File: src/rtl/core/lmv_pkg.sv
// Shared constants and types for the LRU/MRU victim list.
`timescale 1ns / 1ps
`default_nettype none
package lmv_pkg;

  localparam int LIST_ENTRIES_DEF = 64;

  localparam int PAGE_W = 32;
  localparam int PIN_W  = 16;

  // command codes
  localparam logic [2:0] CMD_ADD      = 3'd0;
  localparam logic [2:0] CMD_TOUCH    = 3'd1;
  localparam logic [2:0] CMD_REMOVE   = 3'd2;
  localparam logic [2:0] CMD_PICK_ONE = 3'd3;
  localparam logic [2:0] CMD_PICK_BAT = 3'd4;
  localparam logic [2:0] CMD_SET_PIN  = 3'd5;

  // result status codes
  localparam logic [1:0] STAT_DONE   = 2'd0;
  localparam logic [1:0] STAT_VICTIM = 2'd1;
  localparam logic [1:0] STAT_NONE   = 2'd2;
  localparam logic [1:0] STAT_FULL   = 2'd3;

  // configuration register indexes
  localparam logic [1:0] CFG_ORDER = 2'd0;
  localparam logic [1:0] CFG_WMODE = 2'd1;
  localparam logic [1:0] CFG_KEEP  = 2'd2;

  typedef enum logic [1:0] {
    CELL_HOLD,
    CELL_SHIFT,
    CELL_LOAD,
    CELL_PIN
  } cell_op_t;

  typedef struct packed {
    cell_op_t            op;
    logic [PAGE_W-1:0]   page;
    logic [PIN_W-1:0]    pins;
  } cell_ctrl_t;

endpackage
`default_nettype wire

File: src/rtl/core/lmv_cell.sv
// One list slot: holds a page id and its pin count, shifts from its upper neighbor.
`timescale 1ns / 1ps
`default_nettype none
module lmv_cell (
  input  wire logic                      clk,
  input  wire lmv_pkg::cell_ctrl_t       ctrl,
  input  wire logic [lmv_pkg::PAGE_W-1:0] nxt_page,
  input  wire logic [lmv_pkg::PIN_W-1:0]  nxt_pins,
  output logic [lmv_pkg::PAGE_W-1:0]      page,
  output logic [lmv_pkg::PIN_W-1:0]       pins,
  output logic                           hit,
  output logic                           zero
);

  always_ff @(posedge clk) begin
    case (ctrl.op)
      lmv_pkg::CELL_LOAD: begin
        page <= ctrl.page;
        pins <= ctrl.pins;
      end
      lmv_pkg::CELL_SHIFT: begin
        page <= nxt_page;
        pins <= nxt_pins;
      end
      lmv_pkg::CELL_PIN: begin
        pins <= ctrl.pins;
      end
      default: begin
      end
    endcase
  end

  // ctrl.page carries the key of the request under way
  assign hit  = (page == ctrl.page);
  assign zero = (pins == '0);

endmodule
`default_nettype wire

File: config.mk
export PLATFORM = sky130hd
export DESIGN_NAME = lmv_cell
export DESIGN_NICKNAME = d
export VERILOG_FILES = /design/src/rtl/core/lmv_pkg.sv /design/src/rtl/core/lmv_cell.sv
export SDC_FILE = /design/constraint.sdc
export NUM_CORES = 1
export LEC_CHECK = 0
export ABC_AREA = 1
export BUFFER_PORTS_ARGS = -buffer_cell sky130_fd_sc_hd__buf_2
export CORE_MARGIN = 5
export CORE_UTILIZATION = 45
export CTS_CLUSTER_SIZE = 28
export DETAILED_ROUTE_END_ITERATION = 10
export PLACE_DENSITY = 0.86
export SYNTH_ARGS = -nofsm -noshare
export SYNTH_HDL_FRONTEND = slang
export SYNTH_SLANG_ARGS = --single-unit
File: constraint.sdc
create_clock -name clk -period 1.93 [get_ports clk]
set_input_delay 0.386 -clock clk [delete_from_list [all_inputs] [get_ports clk]]
set_output_delay 0.386 -clock clk [all_outputs]
set_load 0.01 [all_outputs]
# Word level (Yosys, flattened, before mapping)
# Index checks and enable logic that the tools add are counted.
dict set report classes {
  div_mod_pow 0
  shift 0
  eq_ne 4
  order_cmp 0
  reduce_logical 4
  mul 0
  n_addsub 0
  mux 2
  bitwise 0
}
# cell count
set op_table {}
lappend op_table {{$pmux 32 s2} 1}
lappend op_table {{$eq 32x32->1} 1}
lappend op_table {{$pmux 16 s2} 1}
lappend op_table {{$logic_not 16->1} 1}
lappend op_table {{$eq 2x2->1 const B} 2}
lappend op_table {{$reduce_bool 2->1} 2}
lappend op_table {{$eq 2x1->1 const B} 1}
lappend op_table {{$reduce_or 2->1} 1}
dict set report totals {
  rom_bits 0
  memories 0
  latch_bits 0
  inputBits 99
  ff_bits 48
  output_inout_bits 50
  ram_bits 0
  word_cells 12
}

# Logic depth before layout (Yosys ltp)
dict set report depth {
  depth_word 3
  ltp_mapped 8
  depth_no_buf 8
}

# Worst setup path after synthesis
# No wires, ideal clock.
dict set report synth_timing {
  path_type {input port to flip-flop}
  startpoint {input port ctrl[48] (netlist name)}
  endpoint {register page[0] (netlist name), enable pin}
  slack_ns 0.230
  arrival_ns 1.312
  path_buffers 0
  required_ns 1.542
  setup_ns 0.388
  path_stages 2
  cell_sequence {inv_1 ha_1}
}
dict set report synth_between {
  elab_chain_cells 2
  elab_cells_between_ends 3
  classes_between {eq/ne (2); reduce/logical (1)}
}
# item line
set synth_lines {}
lappend synth_lines {{start: declaration} lmv_cell.sv:6} ;# input wire lmv_pkg::cell_ctrl_t ctrl,
lappend synth_lines {{$eq 2x1->1 / $eq 2x2->1 (equally long branches)} lmv_cell.sv:16} ;# case (ctrl.op)
lappend synth_lines {{$reduce_bool 2->1 (no line) (*)} -}
lappend synth_lines {{end signal: assignment} lmv_cell.sv:18} ;# page <= ctrl.page;
lappend synth_lines {{end signal: assignment} lmv_cell.sv:22} ;# page <= nxt_page;
lappend synth_lines {{end: declaration} lmv_cell.sv:9} ;# output logic [lmv_pkg::PAGE_W-1:0] page,
# Mark *: on every way between the ends. The rest lies on a longest branch, timed or not.
# A chain may end at the register's enable or synchronous reset.

# Final worst setup path
dict set report layout_timing {
  startpoint {register page[10] (netlist name)}
  endpoint {output port hit}
}
dict set report layout_between {
  elab_chain_cells 1
}
# item line
set layout_lines {}
lappend layout_lines {{$eq 32x32->1} lmv_cell.sv:34} ;# assign hit = (page == ctrl.page);
lappend layout_lines {{end: declaration} lmv_cell.sv:11} ;# output logic hit,
# No other way between the ends.

==> flow_summary.ini <==
[placement]
port_buffers = 148
gp_congestion = 0.815
dp_hpwl_mm = 5.91

[timing]
period_minus_slack_ns = 1.81
rsz0062_at_grt = yes
fmax_ghz = 0.551
hold_viol = 0
fin_crit_sh_pct = 94.0
finalMaxSlewViolations = 0
max_slew_margin_pct = 76.9
finalSetupViolations = 0
hold_ws_ns = 0.375
tightest_slew_ns = 0.346

[critical_path]
end_kind = output pin
slowest_delay_ns = 0.42
cp_slowest_cell = edfxtp_1
critPathMostFrequentCell = nand2_1
crit_start = page[10]
crit_type = flop to output pin
crit_family = simple AND/OR/NAND/NOR gates
crit_fanout = 3
path_cells = nand2_1 -> nand2_1 -> nor2_1 -> nand2_1 -> nor2_1 -> nand2_1 -> nor2_1 -> buf_2
startpoint_type = flop
critPathRequiredTime_ns = 1.54
arrival_ns = 1.43
critPathBufInv = 1

[die]
start_util_pct = 46.8
die_w_um = 88.9
die_area_um2 = 7900
pin_count = 149
core_region_area_um2 = 5990
die-height_um = 88.9
row_count = 28

[logic_synthesis]
synth_top_area_share_pct = 51.5
synth_top_cells_by_area = edfxtp_1 51%, nand2_1 17%, inv_1 8.2%, mux2_4 5.4%, o21ai_0 5.2%
synth_edf_count = 48
ys_ff_latch = 48
synth_common_cells = 128 x nand2_1, 61 x inv_1, 48 x edfxtp_1
yosysMostFrequentCell = nand2_1
syn_inst = 327
synth.largest_area_cell = edfxtp_1
yosysWarnings = 0
syn_avg_cell_area_um2 = 8.57
yosysSeqAreaShare_pct = 51.5
synthesis.nets = 430
ys_types = 15
syn_area_um2 = 2800
synthFlopType = edfxtp_1
async_flop_share_pct = 0

[power_and_ir_drop]
power.leakage_nw = 2.02
power_frac_comb_pct = 24.7
p_int_mw = 2.03
switchingPower_mw = 0.783
swShare_pct = 27.8
finalPower_mw = 2.81
irDropWorstVdd_v = 0.000619
clkPwrFrac_pct = 25.0
p_per_area_nw_per_um2 = 747
p_seq_share_pct = 50.4

[grt]
grt_pass1_vias = 2556
antenna_found_initial = 0
grt_max_degree = 33
grt.overflow.total = 0
grt_pass1_wl_mm = 11.0
grt_usage_pct = 17.9

[final_layout]
layout-drive-gt1-share_pct = 37.9
multiInputGateArea_um2 = 1080
finalNetCount = 582
antenna_cells = 0
area_delta_synth_final_pct = 34.4
n_fill_cell = 511
seqCellArea_um2 = 1440

[clocking]
clock-sinks = 48
post_cts_buffers = 0
cts-htree-levels = 2
clockBufferDepth = 2
holdBufCountCts = 0
cts_buffers = 5
cts_tree = built
clkTransAtPathRegs_ns = 0.08
cts_root_buf = clkbuf_8

[flow_run]
maxCapViolations = 0

[detailed_routing]
wire_per_inst_um = 12.7
vias = 2578
via_per_inst = 4.65
routed_wl_mm = 7.05
first_pass_iters = 4
ant_nets = 0
drc = 0
drt_iter0_drc = 93

[run_status]
status = finished, final reports clean

[worst_hold_path]
min_path_type = primary input to flop
hold_path.startpoint = nxt_page[4]
-- repair_timing --
| action | in CTS | in global routing |
|---|---|---|
| endpoints found under the hold margin | 0 | 0 |
| gates resized for setup | 0 | 1 |
| endpoints found under the setup margin | 0 | 1 |
-- sequential cells by signal, summed over array words and instances, names as in the netlist --
signal / flops
page: 32
pins: 16
-- stage by stage --
step                 TNS, ns  util [%]  cell area (um^2)  setup slack (ns)  cells
detailed placement         0      61.0              3650             0.215    547
global route        -0.00986      62.8              3760          -0.00986    555
global placement           0      61.0              3650             0.287    547
CTS                        0      62.8              3760            0.0477    555
finish                     0      62.8              3760             0.115    555
floorplan                  0         -              2800             0.230    327
-- tightest hold or removal path, cell delays in order --
cell and delay [ns]:
buf_2 0.07, nand2_1 0.04, o21ai_0 0.05
-- power groups by stage --
| stage | registers, mW | logic [mW] | clock network (mW) |
|---|---|---|---|
| floorplan | 1.50 | 0.303 | 0 |
| global placement | 1.43 | 0.681 | 0 |
| detailed placement | 1.44 | 0.704 | 0 |
| CTS | 1.42 | 0.706 | 0.722 |
| global route | 1.44 | 0.781 | 0.765 |
| finish | 1.42 | 0.695 | 0.702 |
-- layer usage --
layer,GRT usage [%],vias up,share of wire (%)
met5,0,-,0
met4,7.69,0,3.1
met3,2.86,20,6.2
met2,34.0,96,54
met1,19.5,1137,37
li1,-,1325,-
-- final cells by class --
class                   count  area share, %
clock inverters             2          0.931
multi-input cells         210           28.6
inverters                  61           6.08
clock buffers               6           1.93
flip-flops and latches     48           38.3
repair buffers            153           21.7
well taps                  75           2.49
-- cell usage in the layout, fill, tap and decap left out, types with 2 or more instances in the layout --
cell,netlist,layout
clkbuf_8,0,5
mux2_4,10,10
edfxtp_1,48,48
buf_4,0,2
nor4_1,4,4
xor2_1,3,3
ha_1,4,3
nor2_1,22,21
buf_12,1,3
mux2_2,9,9
nand2_1,128,128
o21ai_0,29,29
inv_1,61,61
buf_2,4,148
-- worst paths after layout --
kind,depth (start not counted),to
max,8,hit
min,3,page[4]
-- kinds of logic (layout without fill, tap and decap cells) --
family / Yosys count / after routing / synth area share [%]
AND/OR/NAND/NOR: 155 / 155 / 21.4
XOR/XNOR: 3 / 3 / 0.938
multiplexers: 19 / 19 / 8.98
adder cells (fa/ha/maj): 4 / 4 / 1.79
flip-flops: 48 / 48 / 51.5
buffers and inverters: 69 / 222 / 10.3
AO/OA/AOI/OAI: 29 / 29 / 5.18
(Power assumes the default switching activity.)
